`config.mk`:
```
export PLATFORM = sky130hd
export DESIGN_NAME = session_table_with_login_quota_top
export DESIGN_NICKNAME = d
export VERILOG_FILES = /design/src/hdl/stq_pkg.sv /design/src/hdl/session_table_with_login_quota_top.sv /design/src/hdl/stq_ram.sv /design/src/hdl/stq_ctrl.sv /design/src/hdl/stq_dp.sv
export SDC_FILE = /design/constraint.sdc
export NUM_CORES = 1
export LEC_CHECK = 0
export BUFFER_PORTS_ARGS = -buffer_cell sky130_fd_sc_hd__buf_4
export CORE_MARGIN = 3
export CORE_UTILIZATION = 35
export CTS_BUF_LIST = sky130_fd_sc_hd__clkbuf_4 sky130_fd_sc_hd__clkbuf_8 sky130_fd_sc_hd__clkbuf_16
export DETAILED_ROUTE_END_ITERATION = 10
export GPL_TIMING_DRIVEN = 0
export SLEW_MARGIN = 20
export SYNTH_ARGS = -nofsm -noshare
export SYNTH_HDL_FRONTEND = slang
export SYNTH_SLANG_ARGS = --single-unit
```
`constraint.sdc`:
```
create_clock -name i_clk -period 13.3 [get_ports i_clk]
set_input_delay 0 -clock i_clk [delete_from_list [all_inputs] [get_ports i_clk]]
set_output_delay 0 -clock i_clk [all_outputs]
set_load 0.01 [all_outputs]
```
`src/hdl/stq_pkg.sv`:
```
// ---------------------------------------------------------------------------
// Session table package
// Shared widths, codes, entry layout and controller/datapath bundles.
// ---------------------------------------------------------------------------
package stq_pkg;

    localparam int CONN_W     = 16;
    localparam int KEY_W      = 48;
    localparam int MODE_W     = 2;
    localparam int STATUS_W   = 2;
    localparam int SLOT_W     = 4;
    localparam int QUOTA_W    = 5;
    localparam int S_TDATA_W  = 72;
    localparam int M_TDATA_W  = 8;
    localparam int APB_DATA_W = 32;
    localparam int APB_ADDR_W = 3;

    localparam logic [QUOTA_W-1:0] QUOTA_RST = 5'd4;

    localparam logic REG_LOGIN_QUOTA = 1'b0;

    localparam logic FUNC_ADD   = 1'b0;
    localparam logic FUNC_CLOSE = 1'b1;

    localparam logic [MODE_W-1:0] MODE_NONE = 2'd0;
    localparam logic [MODE_W-1:0] MODE_ACCT = 2'd1;
    localparam logic [MODE_W-1:0] MODE_HAND = 2'd2;

    localparam logic [STATUS_W-1:0] ST_REFRESH = 2'd0;
    localparam logic [STATUS_W-1:0] ST_PLACED  = 2'd1;
    localparam logic [STATUS_W-1:0] ST_REFUSED = 2'd2;
    localparam logic [STATUS_W-1:0] ST_CLOSED  = 2'd3;

    // conn in the low bits, matching the input word layout
    typedef struct packed {
        logic [MODE_W-1:0] mode;
        logic [KEY_W-1:0]  key;
        logic              cloud;
        logic [CONN_W-1:0] conn;
    } t_entry;

    typedef struct packed {
        logic start;
        logic scan;
        logic commit;
    } t_cmd;

    typedef struct packed {
        logic last_issued;
        logic out_free;
    } t_sts;

endpackage

```
`src/hdl/session_table_with_login_quota_top.sv`:
```
// ---------------------------------------------------------------------------
// Session table with login quota
// Add, refresh and close client sessions against a login quota.
// ---------------------------------------------------------------------------
// channel   direction  handshake          payload
// s         in         tvalid/tready      tuser func, tdata request word
// m         out        tvalid/tready      tuser status, tdata slot/evicted
// apb       in         psel/penable       login_quota at byte address 0
//
// Each request runs accept, one entry RAM read per cycle across the table,
// a drain state, then commit; the next request is accepted after commit.
// Commit waits while the output word is still held and not taken.
// Synchronous active-low reset clears valid bits; no clearing pass needed.
// ---------------------------------------------------------------------------
module session_table_with_login_quota_top
    import stq_pkg::*;
#(
    parameter int ENTRIES = 16
) (
    input  logic                  i_clk,
    input  logic                  i_rst_n,
    input  logic                  i_s_tvalid,
    output logic                  o_s_tready,
    // conn_id[15:0], is_cloud[16], cloud_id[64:17], login_mode[66:65], zeros
    input  logic [S_TDATA_W-1:0]  i_s_tdata,
    // func
    input  logic                  i_s_tuser,
    output logic                  o_m_tvalid,
    input  logic                  i_m_tready,
    // slot[3:0], evicted[4], zeros
    output logic [M_TDATA_W-1:0]  o_m_tdata,
    // status
    output logic [STATUS_W-1:0]   o_m_tuser,
    input  logic                  psel,
    input  logic                  penable,
    input  logic                  pwrite,
    input  logic [APB_ADDR_W-1:0] paddr,
    input  logic [APB_DATA_W-1:0] pwdata,
    output logic [APB_DATA_W-1:0] prdata,
    output logic                  pready
);

    logic [QUOTA_W-1:0] r_login_quota;
    t_cmd               w_cmd;
    t_sts               w_sts;

    assign pready = 1'b1;

    always_ff @(posedge i_clk) begin
        if (!i_rst_n) begin
            r_login_quota <= QUOTA_RST;
        end else if (psel && penable && pwrite && pready && (paddr[2] == REG_LOGIN_QUOTA)) begin
            r_login_quota <= pwdata[QUOTA_W-1:0];
        end
    end

    assign prdata = (paddr[2] == REG_LOGIN_QUOTA) ? APB_DATA_W'(r_login_quota) : '0;

    stq_ctrl u_ctrl (
        .i_clk      (i_clk),
        .i_rst_n    (i_rst_n),
        .i_s_tvalid (i_s_tvalid),
        .i_sts      (w_sts),
        .o_s_tready (o_s_tready),
        .o_cmd      (w_cmd)
    );

    stq_dp #(
        .ENTRIES (ENTRIES)
    ) u_dp (
        .i_clk         (i_clk),
        .i_rst_n       (i_rst_n),
        .i_cmd         (w_cmd),
        .o_sts         (w_sts),
        .i_s_tdata     (i_s_tdata),
        .i_s_tuser     (i_s_tuser),
        .i_login_quota (r_login_quota),
        .i_m_tready    (i_m_tready),
        .o_m_tvalid    (o_m_tvalid),
        .o_m_tdata     (o_m_tdata),
        .o_m_tuser     (o_m_tuser)
    );

endmodule

```
`src/hdl/stq_ram.sv`:
```
// ---------------------------------------------------------------------------
// Generic RAM
// One write port, one read port, registered read data.
// ---------------------------------------------------------------------------
module stq_ram #(
    parameter int WIDTH = 8,
    parameter int DEPTH = 16
) (
    input  logic                     i_clk,
    input  logic                     i_we,
    input  logic [$clog2(DEPTH)-1:0] i_waddr,
    input  logic [WIDTH-1:0]         i_wdata,
    input  logic                     i_re,
    input  logic [$clog2(DEPTH)-1:0] i_raddr,
    output logic [WIDTH-1:0]         o_rdata
);

    logic [WIDTH-1:0] r_mem [DEPTH];
    logic [WIDTH-1:0] r_rdata;

    always_ff @(posedge i_clk) begin
        if (i_we) begin
            r_mem[i_waddr] <= i_wdata;
        end
        if (i_re) begin
            r_rdata <= r_mem[i_raddr];
        end
    end

    assign o_rdata = r_rdata;

endmodule

```
`src/hdl/stq_ctrl.sv`:
```
// ---------------------------------------------------------------------------
// Session table controller
// Sequences accept, table scan, drain and commit of one request.
// ---------------------------------------------------------------------------
module stq_ctrl
    import stq_pkg::*;
(
    input  logic i_clk,
    input  logic i_rst_n,
    input  logic i_s_tvalid,
    input  t_sts i_sts,
    output logic o_s_tready,
    output t_cmd o_cmd
);

    typedef enum logic [1:0] {
        S_IDLE,
        S_SCAN,
        S_DRAIN,
        S_COMMIT
    } t_state;

    t_state r_state, n_state;
    logic   r_rdy, n_rdy;

    always_comb begin
        o_cmd.start  = (r_state == S_IDLE) && r_rdy && i_s_tvalid;
        o_cmd.scan   = (r_state == S_SCAN);
        o_cmd.commit = (r_state == S_COMMIT) && i_sts.out_free;
    end

    always_comb begin
        n_state = r_state;
        unique case (r_state)
            S_IDLE: begin
                if (i_s_tvalid && r_rdy) n_state = S_SCAN;
            end
            S_SCAN: begin
                if (i_sts.last_issued) n_state = S_DRAIN;
            end
            S_DRAIN: begin
                n_state = S_COMMIT;
            end
            S_COMMIT: begin
                if (i_sts.out_free) n_state = S_IDLE;
            end
            default: begin
                n_state = S_IDLE;
            end
        endcase
        n_rdy = (n_state == S_IDLE);
    end

    always_ff @(posedge i_clk) begin
        if (!i_rst_n) begin
            r_state <= S_IDLE;
            r_rdy   <= 1'b0;
        end else begin
            r_state <= n_state;
            r_rdy   <= n_rdy;
        end
    end

    assign o_s_tready = r_rdy;

endmodule

```
`src/hdl/stq_dp.sv`:
```
// ---------------------------------------------------------------------------
// Session table datapath
// Entry RAM, valid bits, scan accumulators, decision and output register.
// ---------------------------------------------------------------------------
module stq_dp
    import stq_pkg::*;
#(
    parameter int ENTRIES = 16
) (
    input  logic                 i_clk,
    input  logic                 i_rst_n,
    input  t_cmd                 i_cmd,
    output t_sts                 o_sts,
    input  logic [S_TDATA_W-1:0] i_s_tdata,
    input  logic                 i_s_tuser,
    input  logic [QUOTA_W-1:0]   i_login_quota,
    input  logic                 i_m_tready,
    output logic                 o_m_tvalid,
    output logic [M_TDATA_W-1:0] o_m_tdata,
    output logic [STATUS_W-1:0]  o_m_tuser
);

    localparam int IDX_W = $clog2(ENTRIES);
    localparam int CNT_W = $clog2(ENTRIES + 1);
    localparam int CMP_W = (CNT_W > QUOTA_W) ? CNT_W : QUOTA_W;
    localparam int ENT_W = $bits(t_entry);

    // request
    logic   r_func;
    t_entry r_req;

    // scan
    logic [IDX_W-1:0] r_addr;
    logic             r_pend;
    logic [IDX_W-1:0] r_pidx;
    logic [ENT_W-1:0] w_rdata;
    t_entry           w_ent;
    logic             w_ev;
    logic             w_match;

    // accumulators
    logic             r_hit;
    logic [IDX_W-1:0] r_hit_idx;
    t_entry           r_hit_ent;
    logic [CNT_W-1:0] r_cnt;
    logic             r_free;
    logic [IDX_W-1:0] r_free_idx;
    logic             r_nom;
    logic [IDX_W-1:0] r_nom_idx;

    logic [ENTRIES-1:0] r_valid;
    logic               w_clr;

    // decision
    logic [CNT_W-1:0]        w_other;
    logic                    w_over_all;
    logic                    w_over_other;
    logic [STATUS_W-1:0]     w_status;
    logic [IDX_W-1:0]        w_widx;
    logic [IDX_W-1:0]        w_slot_idx;
    logic [IDX_W+SLOT_W-1:0] w_slot_ext;
    logic                    w_evict;
    logic                    w_we;
    logic                    w_place;
    t_entry                  w_wdata;

    // output word
    logic                r_m_valid;
    logic [STATUS_W-1:0] r_status;
    logic [SLOT_W-1:0]   r_slot;
    logic                r_evict;

    stq_ram #(
        .WIDTH (ENT_W),
        .DEPTH (ENTRIES)
    ) u_ram (
        .i_clk   (i_clk),
        .i_we    (i_cmd.commit && w_we),
        .i_waddr (w_widx),
        .i_wdata (w_wdata),
        .i_re    (i_cmd.scan),
        .i_raddr (r_addr),
        .o_rdata (w_rdata)
    );

    assign w_ent   = t_entry'(w_rdata);
    assign w_ev    = r_valid[r_pidx];
    assign w_match = r_req.cloud ? (w_ent.key == r_req.key) : (w_ent.conn == r_req.conn);
    assign w_clr   = r_pend && (r_func == FUNC_CLOSE) && w_ev && (w_ent.conn == r_req.conn);

    assign o_sts.last_issued = i_cmd.scan && (r_addr == IDX_W'(ENTRIES - 1));
    assign o_sts.out_free    = !r_m_valid || i_m_tready;

    always_ff @(posedge i_clk) begin
        if (i_cmd.start) begin
            r_func <= i_s_tuser;
            r_req  <= t_entry'(i_s_tdata[ENT_W-1:0]);
        end
    end

    always_ff @(posedge i_clk) begin
        if (!i_rst_n) begin
            r_pend <= 1'b0;
        end else begin
            r_pend <= i_cmd.scan;
        end
    end

    always_ff @(posedge i_clk) begin
        if (i_cmd.start) begin
            r_addr <= '0;
        end else if (i_cmd.scan) begin
            r_addr <= r_addr + 1'b1;
        end
        r_pidx <= r_addr;
    end

    always_ff @(posedge i_clk) begin
        if (i_cmd.start) begin
            r_hit  <= 1'b0;
            r_cnt  <= '0;
            r_free <= 1'b0;
            r_nom  <= 1'b0;
        end else if (r_pend) begin
            if (w_ev && w_match && !r_hit) begin
                r_hit     <= 1'b1;
                r_hit_idx <= r_pidx;
                r_hit_ent <= w_ent;
            end
            if (w_ev && (w_ent.mode == MODE_ACCT)) begin
                r_cnt <= r_cnt + 1'b1;
            end
            if (!w_ev && !r_free) begin
                r_free     <= 1'b1;
                r_free_idx <= r_pidx;
            end
            if (w_ev && (w_ent.mode == MODE_NONE) && !r_nom) begin
                r_nom     <= 1'b1;
                r_nom_idx <= r_pidx;
            end
        end
    end

    assign w_other      = r_cnt - CNT_W'(r_hit_ent.mode == MODE_ACCT);
    assign w_over_all   = CMP_W'(r_cnt) >= CMP_W'(i_login_quota);
    assign w_over_other = CMP_W'(w_other) >= CMP_W'(i_login_quota);

    always_comb begin
        w_status   = ST_REFUSED;
        w_widx     = r_hit_idx;
        w_slot_idx = '0;
        w_evict    = 1'b0;
        w_we       = 1'b0;
        w_place    = 1'b0;
        w_wdata    = r_req;
        if (r_func == FUNC_CLOSE) begin
            w_status = ST_CLOSED;
        end else if (r_hit) begin
            if (!((r_req.mode == MODE_ACCT) && w_over_other)) begin
                w_status   = ST_REFRESH;
                w_slot_idx = r_hit_idx;
                w_we       = 1'b1;
                w_wdata    = r_hit_ent;
                if ((r_req.mode == MODE_ACCT) || (r_req.mode == MODE_HAND)) begin
                    w_wdata.mode = r_req.mode;
                end
            end
        end else if ((r_req.mode == MODE_ACCT) && w_over_all) begin
            w_status = ST_REFUSED;
        end else if (r_free) begin
            w_status   = ST_PLACED;
            w_widx     = r_free_idx;
            w_slot_idx = r_free_idx;
            w_we       = 1'b1;
            w_place    = 1'b1;
        end else if ((r_req.mode != MODE_NONE) && r_nom) begin
            w_status   = ST_PLACED;
            w_widx     = r_nom_idx;
            w_slot_idx = r_nom_idx;
            w_evict    = 1'b1;
            w_we       = 1'b1;
            w_place    = 1'b1;
        end
    end

    assign w_slot_ext = {{SLOT_W{1'b0}}, w_slot_idx};

    always_ff @(posedge i_clk) begin
        if (!i_rst_n) begin
            r_valid <= '0;
        end else begin
            if (w_clr) begin
                r_valid[r_pidx] <= 1'b0;
            end
            if (i_cmd.commit && w_place) begin
                r_valid[w_widx] <= 1'b1;
            end
        end
    end

    always_ff @(posedge i_clk) begin
        if (!i_rst_n) begin
            r_m_valid <= 1'b0;
        end else if (i_cmd.commit) begin
            r_m_valid <= 1'b1;
        end else if (i_m_tready) begin
            r_m_valid <= 1'b0;
        end
    end

    always_ff @(posedge i_clk) begin
        if (i_cmd.commit) begin
            r_status <= w_status;
            r_slot   <= w_slot_ext[SLOT_W-1:0];
            r_evict  <= w_evict;
        end
    end

    assign o_m_tvalid = r_m_valid;
    assign o_m_tdata  = M_TDATA_W'({r_evict, r_slot});
    assign o_m_tuser  = r_status;

endmodule

```
=== Yosys cells after proc, flatten, opt, wreduce, memory -nomap -nowiden ===
Memories as Yosys holds them, arrays and structs flattened. A register that Yosys moved wholly into a read port is not among the register bits.
Cells that the tools add are included.
Widths: inputs -> output; s select.

* Register bits: 196
* Memory bits (writable): 1072
* Bits of input ports: 115
* Output and inout port bits: 45
* Logic and storage cells: 142
* Memories kept: 1

* Add/sub/neg operators: 3
* Order comparisons: 6
* Eq/ne operators: 10
* Muxes and demuxes: 46
* Bitwise operators: 5
* Reduce and logical (&&, ||, !) cells: 44

{| class="wikitable"
|+ Memories
! name !! depth !! width !! rd ports !! clocked after Yosys merged registers in !! write ports !! line !! RTL
|-
| u_dp.u_ram.r_mem || 16 || 67 || 1 || 1 || 1 || stq_ram.sv:18 || <nowiki>logic [WIDTH-1:0] r_mem [DEPTH];</nowiki>
|}

{| class="wikitable"
|+ Operator list
! operator !! number
|-
| $mux 67 || 3
|-
| $eq 48x48->1 || 1
|-
| $mux 16 || 3
|-
| $mux 4 || 10
|-
| $logic_and 1x1->1 || 24
|-
| $mux 2 || 9
|-
| $and 16x16->16 || 1
|-
| $eq 16x16->1 || 1
|-
| $mux 1 || 16
|-
| $not 16->16 || 1
|-
| $or 16x16->16 || 1
|-
| $ge 5x5->1 || 2
|-
| $lt 4x5->1 const B || 2
|-
| $reduce_and 3->1 || 3
|-
| $demux 1 s4 || 2
|-
| $eq 2x1->1 const B || 4
|-
| $ge 4x1->1 const B || 2
|-
| $pmux 2 s4 || 1
|-
| $reduce_and 2->1 || 4
|-
| $eq 2x2->1 const B || 3
|-
| $logic_not 2->1 || 3
|-
| $add 5x1->5 const B || 1
|-
| $logic_not 1->1 || 5
|-
| $mux 5 || 1
|-
| 8 further kinds || 11
|}

=== Longest topological paths before layout ===
Gate-level depths: netlist (run 1).

* Depth after elaboration: 13
* Mapped depth: 12
* Gate-level depth less buffers: 11

=== Cells and area by module ===
A second synthesis (run 1) with hierarchy kept.

* Cell total of the unflattened synthesis: 2370
* Area total of the unflattened synthesis: 51022.7 µm²

{| class="wikitable"
|+ Modules (own cells, without submodules)
! module !! times used !! cells each !! area an instance (µm²) !! seq. area each (µm²)
|-
| stq_ram || 1 || 1724 || 42075.4 || 34202.8
|-
| stq_dp || 1 || 571 || 8319.2 || 5305.1
|-
| session_table_with_login_quota_top || 1 || 58 || 479.2 || 100.1
|-
| stq_ctrl || 1 || 17 || 148.9 || 60.1
|}

=== Worst setup path after synthesis (run 1) ===
No wires, ideal clock.

* Path type: reg-to-reg
* From: reg u_dp.r_hit_ent[65] in the netlist's numbering
* To: mem u_dp.u_ram.r_mem[11][0] in the netlist's numbering (enable)
* Library setup time: 0.652 ns
* Data arrival time: 8.581 ns
* Data required time: 12.648 ns
* Setup slack: 4.067 ns
* Cell stages (with the launch flop): 13
* Buffers on the path: 1
* Period minus slack after synthesis: 9.233 ns
* Cell sequence: edfxtp_1 nor2b_1 ha_1 ha_1 nand2_1 xnor2_1 ha_1 a21o_1 a211oi_1 o31a_1 buf_2 a22oi_2 nor4_1

* Longest elaborated chain between the ends: 10

{| class="wikitable"
|+ Ends and longest elaborated chain
! what !! line !! RTL
|-
| from (decl) || stq_dp.sv:44 || <nowiki>t_entry r_hit_ent;</nowiki>
|-
| from (signal assigned) || stq_dp.sv:128 || <nowiki>r_hit_ent <= w_ent;</nowiki>
|-
| $eq 2x1->1 || stq_dp.sv:144 || <nowiki>assign w_other = r_cnt - CNT_W'(r_hit_ent.mode == MODE_ACCT);</nowiki>
|-
| $sub 5x1->5 || stq_dp.sv:144 ||
|-
| $ge 5x5->1 || stq_dp.sv:146 || <nowiki>assign w_over_other = CMP_W'(w_other) >= CMP_W'(i_login_quota);</nowiki>
|-
| $logic_and 1x1->1 || stq_dp.sv:159 || <nowiki>if (!((r_req.mode == MODE_ACCT) && w_over_other)) begin</nowiki>
|-
| $mux 1 || stq_dp.sv:159 ||
|-
| $mux 1 || stq_dp.sv:158 || <nowiki>end else if (r_hit) begin</nowiki>
|-
| $mux 1 || stq_dp.sv:156 || <nowiki>if (r_func == FUNC_CLOSE) begin</nowiki>
|-
| $logic_and 1x1->1 || stq_dp.sv:78 || <nowiki>.i_we (i_cmd.commit && w_we),</nowiki>
|-
| $mux 1 || stq_ram.sv:22 || <nowiki>if (i_we) begin</nowiki>
|-
| $mux 1 (implied by the code) || stq_ram.sv:23 || <nowiki>r_mem[i_waddr] <= i_wdata;</nowiki>
|-
| to (decl) || stq_ram.sv:18 ||
|}

No other way between the ends.

=== Worst setup path in the final report (run 1) ===
* From: reg u_dp.r_hit_ent[66] in the netlist's numbering
* To: mem u_dp.u_ram.r_mem[7][43] in the netlist's numbering (enable)

The elaborated chain is that of the path after synthesis.

==> results of run 1 <==
cell type report:
class	count	area, µm²	share of cell area (%)
sequential	1317	39100	63.6
tap	1890	2360	3.85
timing repair buffer	496	3990	6.50
inverter	17	63.8	0.104
antenna	1	2.50	0.00407
clock buffer	162	3610	5.87
multi-input combinational	777	11000	17.8
buffer	127	678	1.10
clock inverter	74	683	1.11
critical path, cell delays in order (launching register included):
cell	delay, ns
sky130_fd_sc_hd__edfxtp_1	0.39
sky130_fd_sc_hd__nor2b_1	0.20
sky130_fd_sc_hd__ha_1	0.20
sky130_fd_sc_hd__ha_1	0.18
sky130_fd_sc_hd__nand2_1	0.07
sky130_fd_sc_hd__xnor2_1	0.13
sky130_fd_sc_hd__ha_1	0.30
sky130_fd_sc_hd__a21o_1	0.17
sky130_fd_sc_hd__a211oi_1	0.45
sky130_fd_sc_hd__o31a_1	0.28
sky130_fd_sc_hd__buf_2	0.29
sky130_fd_sc_hd__a22oi_2	0.29
sky130_fd_sc_hd__nor4_2	0.62
sky130_fd_sc_hd__buf_2	0.35
sky130_fd_sc_hd__buf_2	0.25
sky130_fd_sc_hd__buf_2	0.23
sky130_fd_sc_hd__buf_2	0.24
sky130_fd_sc_hd__buf_2	0.23
sky130_fd_sc_hd__buf_2	0.25
power by group:
part | internal [mW] | switching, mW
clock network | 2.15 | 1.54
logic | 0.922 | 0.933
registers | 4.64 | 0.0510
cell usage in the layout, fill, tap and decap left out, drive strengths merged, types with 19 or more instances in the layout:
cell / instances
inv: 28
nand2: 38
clkinv: 51
nor4: 30
mux4: 333
edfxtp: 1275
xor2: 66
conb: 31
dlygate4sd3: 150
nor2: 20
mux2: 75
nor3: 27
clkbuf: 215
buf: 419
o22ai: 19
dfxtp: 42
registers in the layout, indices dropped and copies added (netlist names), 5 cells and up:
| signal | cells |
|---|---|
| r_login_quota | 5 |
| u_dp.r_cnt | 5 |
| u_dp.r_hit_ent | 66 |
| u_dp.r_req | 67 |
| u_dp.r_valid | 16 |
| u_dp.u_ram.o_rdata | 66 |
| u_dp.u_ram.r_mem | 1056 |
worst min-delay path by stage:
stage | from | to | slack, ns | depth (start not counted)
2_1_floorplan | paddr[2] | prdata[1] | 0.04 | 1
3_3_place_gp | i_s_tdata[59] | u_dp.r_req[59] | 0.18 | 1
3_5_place_dp | i_s_tdata[43] | u_dp.r_req[43] | 0.18 | 1
4_1_cts | i_s_tdata[63] | u_dp.r_req[63] | 0.001 | 2
5_1_grt | i_s_tdata[63] | u_dp.r_req[63] | 0.03 | 2
6_report | i_s_tdata[63] | u_dp.r_req[63] | 0.04 | 2
cell usage after synthesis (3+ instances only):
cell                        number  area, µm²
sky130_fd_sc_hd__xor2_1         66        578
sky130_fd_sc_hd__a211oi_1        4       30.0
sky130_fd_sc_hd__clkbuf_1       53        199
sky130_fd_sc_hd__a22oi_1         3       22.5
sky130_fd_sc_hd__nand2b_1        7       43.8
sky130_fd_sc_hd__mux4_2        333       7500
sky130_fd_sc_hd__nand2_1        38        143
sky130_fd_sc_hd__buf_1           3       11.3
sky130_fd_sc_hd__or4_1           4       30.0
sky130_fd_sc_hd__nor2_1         20       75.1
sky130_fd_sc_hd__mux2_1          3       33.8
sky130_fd_sc_hd__edfxtp_1     1275      38300
sky130_fd_sc_hd__nor3_1         27        135
sky130_fd_sc_hd__nand3_1        13       65.1
sky130_fd_sc_hd__a2bb2oi_2       3       45.0
sky130_fd_sc_hd__dfxtp_1        42        841
sky130_fd_sc_hd__nor2b_1        13       81.3
sky130_fd_sc_hd__a21o_1          7       52.6
sky130_fd_sc_hd__nor4_1         30        188
sky130_fd_sc_hd__buf_4          33        248
sky130_fd_sc_hd__nand4_1         6       37.5
sky130_fd_sc_hd__ha_1           16        200
sky130_fd_sc_hd__mux2_4          3       45.0
sky130_fd_sc_hd__o21ai_0         5       25.0
sky130_fd_sc_hd__mux2i_1         7       70.1
sky130_fd_sc_hd__mux2_2         69        777
sky130_fd_sc_hd__buf_2          35        175
sky130_fd_sc_hd__a21oi_1         8       40.0
sky130_fd_sc_hd__inv_1          17       63.8
sky130_fd_sc_hd__o22ai_1        18        113
sky130_fd_sc_hd__xnor2_1         4       35.0
cells by family after synthesis:
logic type	count (synthesis)
flip-flops	1317
multiplexers	415
AND/OR/NAND/NOR	174
buffers and inverters	144
AO/OA/AOI/OAI	71
XOR/XNOR	70
adder cells (fa/ha/maj)	16
other	2
through the flow:
step	util [%]	power [mW]
2_1_floorplan	-	6.05
3_3_place_gp	37.7	6.59
3_5_place_dp	39.1	6.62
4_1_cts	43.2	10.4
5_1_grt	43.2	10.6
6_report	43.2	10.2
routing by layer:
metal | share of wire (%) | up-vias | routed length [µm] | track usage [%]
met5 | 0.010 | - | 13 | 0
met4 | 1.9 | 2 | 2370 | 4.44
met3 | 7.4 | 150 | 9490 | 2.97
met2 | 49 | 1128 | 62400 | 28.1
met1 | 42 | 13578 | 53500 | 24.2
li1 | - | 10601 | - | -
timing repair:
item,4_1_cts,5_1_grt
gates resized for setup,0,0
endpoints found under the hold margin,94,0
hold buffers,150,0
==> impl_metrics.sql, run 1 <==
INSERT INTO impl_metrics (metric_group, metric, value, unit) VALUES
('synth', 'synthesis.area', '0.0506', 'mm²'),
('critical_path', 'timing.critical_path.fanout_max', '10', ''),
('die', 'start_util', '35.5', '%'),
('die', 'die_outline_area', '0.149', 'mm²'),
('clocking', 'tritoncts_clock_tree', 'done', ''),
('clocking', 'cts.sinks', '1317', ''),
('clocking', 'cts-htree-levels', '4', ''),
('critical_path', 'crit-reg2reg-launch', 'u_dp.r_hit_ent[66]', ''),
('grt', 'first_pass_grt_wire_length', '185000', 'µm'),
('power', 'p_per_area', '166', 'mW/mm²'),
('place', 'placement.setup.worst_slack', '7.89', 'ns'),
('place', 'place_area', '0.0557', 'mm²'),
('timing', 'maxSlewViolCount', '0', ''),
('synth', 'combinational_family_with_the_most_area_after_synthesis', 'multiplexers', ''),
('timing', 'timing.slew.headroom', '22.4', '%'),
('timing', 'post-route-min-period', '5.44', 'ns'),
('critical_path', 'worstPathArrival', '5.87', 'ns'),
('place', 'place_hpwl', '88700', 'µm'),
('drt', 'drt-initial-drc-count', '3293', ''),
('synth', 'multiplexer_area_fraction_after_synthesis', '16.7', '%'),
('timing', 'setup_viol', '0', ''),
('synth', 'synth_simple_gate_area_share', '1.82', '%'),
('synth', 'yosys_warnings', '0', ''),
('clocking', 'cts_setup_buffers', '0', ''),
('drt', 'vias', '25459', ''),
('run', 'max-cap-violations', '0', ''),
('drt', 'avgRoutedWirePerCell', '26.3', 'µm'),
('die', 'placement_rows', '138', ''),
('timing', 'finalHoldViolCount', '0', ''),
('critical_path', 'crit-reg2reg-capture', 'u_dp.u_ram.r_mem[7][43]', ''),
('critical_path', 'worst-r2r-setup-slack', '7.86', 'ns'),
('critical_path', 'critical_path_required', '13.74', 'ns'),
('critical_path', 'worstSetupStartpointType', 'register', ''),
('clocking', 'cts-root-buf', 'sky130_fd_sc_hd__clkbuf_16', ''),
('synth', 'synth_compound_area_share', '1.09', '%'),
('timing', 'fin_skew', '0.0273', 'ns'),
('synth', 'ys_dominant_reg_cell', 'sky130_fd_sc_hd__edfxtp_1', ''),
('finish', 'final.fill_count', '12114', ''),
('drt', 'postRouteWirelength', '128000', 'µm'),
('critical_path', 'critPathKind', 'register to register', ''),
('die', 'die-height', '386', 'µm'),
('finish', 'drive_above_1_share', '36.0', '%'),
('die', 'core_area', '0.142', 'mm²'),
('grt', 'first_global_vias', '26490', ''),
('synth', 'avgSynthCellArea', '22.9', 'µm²'),
('clocking', 'cts_max_path_buffers', '3', ''),
('timing', 'timing.fmax', '184', 'MHz'),
('finish', 'final_cells', '4861', ''),
('drt', 'count_of_tritonroute_iterations_in_the_first_routing_pass', '7', ''),
('synth', 'synthCells', '2209', ''),
('place', 'placed_cells', '4474', ''),
('timing', 'worst_slew_pin_slew', '1.16', 'ns'),
('timing', 'period_share', '40.9', '%'),
('synth', 'ys_types', '62', ''),
('finish', 'area_growth', '21.5', '%'),
('finish', 'post-route-cell-area', '0.0615', 'mm²'),
('grt', 'grt.total_usage', '17.3', '%'),
('clocking', 'worst_setup_hold_path_clk_slew', '0.06', 'ns'),
('run_status', 'outcome', 'finished clean', ''),
('synth', 'post_synth_fa_ha_maj_area_fraction', '0.396', '%'),
('critical_path', 'end_kind', 'register', ''),
('synth', 'synth.ff_latch_count', '1317', ''),
('drt', 'drc', '0', ''),
('clocking', 'cts_buffers', '132', ''),
('timing', 'worst_hold_slack', '0.0383', 'ns'),
('critical_path', 'worst_setup_path_endpoint', 'u_dp.u_ram.r_mem[7][43]', ''),
('die', 'die_width', '386', 'µm'),
('drt', 'route.detailed.vias_per_inst', '5.24', ''),
('timing', 'total_negative_setup_slack', '0', 'ns'),
('hold_path', 'type_of_the_tightest_min_delay_check', 'primary input to register', ''),
('place', 'gp_congestion', '0.771', '');
No activity file was read; power rests on OpenSTA's default activity.
==> inputs of run 2 (changes only) <==
==> constraint.sdc (replaced) <==
create_clock -name i_clk -period 5.7 [get_ports i_clk]
set_input_delay 0 -clock i_clk [delete_from_list [all_inputs] [get_ports i_clk]]
set_output_delay 0 -clock i_clk [all_outputs]
set_load 0.01 [all_outputs]
==> impl_metrics.sql, run 2 (same netlist as run 1, synthesis figures left out) <==
INSERT INTO impl_metrics (metric_group, metric, value, unit) VALUES
('finish', 'post-route-cell-area', '0.0616', 'mm²'),
('finish', 'largest_register_ff_count', '1056', ''),
('critical_path', 'critPathKind', 'register to register', ''),
('timing', 'maxSlewViolCount', '0', ''),
('run', 'max-cap-violations', '0', ''),
('drt', 'postRouteWirelength', '127000', 'µm'),
('clocking', 'cts.sinks', '1317', ''),
('power', 'static-leakage-power', '19.8', 'nW'),
('finish', 'reg_top3', 'u_dp.u_ram.r_mem x1056, u_dp.r_req x67', ''),
('grt', 'first_global_vias', '25985', ''),
('drt', 'met1Wirelength', '52700', 'µm'),
('critical_path', 'worstSetupStartpointType', 'register', ''),
('drt', 'route.top_layer_used', 'met4', ''),
('drt', 'avgRoutedWirePerCell', '26.4', 'µm'),
('timing', 'timing.slew.headroom', '21.2', '%'),
('critical_path', 'worstPathArrival', '5.66', 'ns'),
('power', 'power_switching_share', '24.9', '%'),
('critical_path', 'timing.critical_path.fanout_max', '10', ''),
('grt', 'global_route.overflow_total', '0', ''),
('critical_path', 'critical_path_required', '6.14', 'ns'),
('critical_path', 'critPathMaxStageDelay', '0.72', 'ns'),
('grt', 'grt_max_degree', '41', ''),
('timing', 'timing.fmax', '191', 'MHz'),
('timing', 'post-route-min-period', '5.23', 'ns'),
('clocking', 'cts_max_path_buffers', '3', ''),
('place', 'place_hpwl', '87100', 'µm'),
('hold_path', 'type_of_the_tightest_min_delay_check', 'primary input to register', ''),
('finish', 'largest-register', 'u_dp.u_ram.r_mem', ''),
('clocking', 'cts_setup_buffers', '0', ''),
('finish', 'inserted_diodes', '0', ''),
('power', 'p_int', '17.8', 'mW'),
('die', 'die_outline_area', '0.149', 'mm²'),
('timing', 'grt_setup_unrepaired', 'no', ''),
('finish', 'final_common_cell', 'sky130_fd_sc_hd__edfxtp_1', ''),
('power', 'fin_total_pwr', '23.7', 'mW'),
('clocking', 'cts-htree-levels', '4', ''),
('run_status', 'outcome', 'finished clean', ''),
('clocking', 'cts_buffers', '132', ''),
('finish', 'drive_above_1_share', '34.9', '%'),
('grt', 'initial_antenna_violation_count', '2', ''),
('drt', 'wl_met3', '8600', 'µm'),
('drt', 'vias', '25049', ''),
('die', 'start_util', '35.5', '%'),
('drt', 'drt-initial-drc-count', '2867', ''),
('drt', 'route.detailed.vias_per_inst', '5.22', ''),
('clocking', 'worst_setup_hold_path_clk_slew', '0.06', 'ns'),
('die', 'die-height', '386', 'µm'),
('power', 'net-switching-power', '5.91', 'mW'),
('place', 'place_area', '0.0558', 'mm²'),
('drt', 'drc', '0', ''),
('drt', 'drt.antenna.violating_nets', '0', ''),
('power', 'vdd.ir_drop.worst', '0.000229', 'V'),
('timing', 'finalHoldViolCount', '0', ''),
('clocking', 'tritoncts_clock_tree', 'done', ''),
('grt', 'first_pass_grt_wire_length', '184000', 'µm'),
('finish', 'final_core_util', '43.2', '%'),
('critical_path', 'worst-r2r-setup-slack', '0.47', 'ns'),
('clocking', 'cts-root-buf', 'sky130_fd_sc_hd__clkbuf_16', ''),
('finish', 'area_growth', '21.7', '%'),
('timing', 'period_share', '91.7', '%'),
('power', 'p_per_area', '385', 'mW/mm²'),
('timing', 'total_negative_setup_slack', '0', 'ns'),
('die', 'core_area', '0.142', 'mm²'),
('clocking', 'worst_skew_pair.late_latency', '0.76', 'ns'),
('grt', 'grt.total_usage', '17.2', '%'),
('power', 'power.clock.fraction', '35.6', '%'),
('timing', 'setup_viol', '0', ''),
('power', 'combinationalPowerShare', '18.3', '%'),
('critical_path', 'timing.critical_path.slowest_stage_cell', 'sky130_fd_sc_hd__nor3_4', ''),
('finish', 'final_cells', '4802', ''),
('critical_path', 'crit_family', 'buffers and inverters', ''),
('die', 'placement_rows', '138', ''),
('critical_path', 'cp_cell_sequence', 'nor2b_1, ha_1, ha_1, nand2_1, xnor2_1, ha_1, a21o_1, a211oi_1, o31a_1, buf_2, a22oi_2, nor3_4, buf_8, buf_16, buf_6, buf_6, buf_8, buf_8', ''),
('critical_path', 'critical_path_buf_inv_count', '7', ''),
('place', 'port_buffers', '93', ''),
('place', 'gp_congestion', '0.781', ''),
('power', 'sequentialPowerShare', '46.2', '%'),
('place', 'placed_cells', '4412', ''),
('drt', 'met2_wl_post_dr', '63100', 'µm'),
('die', 'die_width', '386', 'µm'),
('drt', 'count_of_tritonroute_iterations_in_the_first_routing_pass', '7', ''),
('die', 'num_io_pins', '160', ''),
('timing', 'worst_slew_pin_slew', '1.18', 'ns'),
('critical_path', 'end_kind', 'register', ''),
('finish', 'highest_count_cells_in_the_layout_ignoring_fill_and_taps', 'sky130_fd_sc_hd__edfxtp_1 (1275), sky130_fd_sc_hd__mux4_2 (333), sky130_fd_sc_hd__buf_4 (231), sky130_fd_sc_hd__dlygate4sd3_1 (151), sky130_fd_sc_hd__clkbuf_16 (139)', ''),
('finish', 'num-nets-final', '2938', ''),
('timing', 'fin_skew', '0.0354', 'ns');
==> run 2: cell types whose count changed in the layout (fill, tap and decap cells not counted), moves of 5 or more <==
cell                         before  now
sky130_fd_sc_hd__buf_2          136   35
sky130_fd_sc_hd__buf_6           26   73
sky130_fd_sc_hd__buf_4          250  231
sky130_fd_sc_hd__buf_8            0   11
sky130_fd_sc_hd__nor4_2           9    0
sky130_fd_sc_hd__nor4_4           0    8
sky130_fd_sc_hd__bufinv_16       11    4
sky130_fd_sc_hd__clkbuf_4        26   33
sky130_fd_sc_hd__clkinv_1        30   24
sky130_fd_sc_hd__clkinv_2        18   24
sky130_fd_sc_hd__clkinvlp_4       1    6
==> run 2: worst paths after layout <==
check,startpoint,end,cells after the start
max,u_dp.r_hit_ent[66],u_dp.u_ram.r_mem[13][32],18
min,i_s_tvalid,u_ctrl.o_s_tready,5
max reg2reg,u_dp.r_hit_ent[66],u_dp.u_ram.r_mem[13][32],18
min reg2reg,u_dp.r_addr[3],u_dp.r_pidx[3],0
==> run 2: tightest hold or removal path, cell delays in order <==
cell and delay, ns:
sky130_fd_sc_hd__dlygate4sd3_1 0.54, sky130_fd_sc_hd__buf_4 0.14, sky130_fd_sc_hd__nand2_1 0.06, sky130_fd_sc_hd__a21oi_1 0.07, sky130_fd_sc_hd__nor2b_1 0.10
==> run 2: layer usage <==
layer  GRT usage, %  up-vias
met2           28.7     1011
met3           2.81      167
li1               -    10463
met1           23.6    13408
met4           4.64        0
met5              0        -
==> run 2: area by class of cell <==
cell class | instances | area, µm²
fill | 12114 | 80900
timing repair buffer | 435 | 4070
buffer | 127 | 679
tap | 1890 | 2360
clock buffer | 171 | 3720
inverter | 17 | 63.8
multi-input combinational | 777 | 11000
sequential | 1317 | 39100
clock inverter | 68 | 507
==> run 2: power by group through the flow <==
stage / sequential, mW / combinational (mW) / clock [mW]
floorplan: 11.1 / 3.04 / 0
global placement: 11.1 / 4.23 / 0
detailed placement: 11.1 / 4.31 / 0
CTS: 10.9 / 4.41 / 8.62
global route: 10.9 / 4.62 / 9.00
finish: 10.9 / 4.33 / 8.42
==> run 2: metrics by stage <==
stage / setup WS (ns) / hold WS [ns]
2_1_floorplan: -1.72 / 0.0429
3_3_place_gp: -9.32 / 0.181
3_5_place_dp: 0.289 / 0.180
4_1_cts: 0.251 / 0.136
5_1_grt: 0.157 / 0.239
6_report: 0.473 / 0.195
==> run 2: timing repair <==
action,CTS,global route
resized for setup,0,1
hold buffers,151,0
endpoints found under the hold margin,95,0
endpoints found under the setup margin,0,4
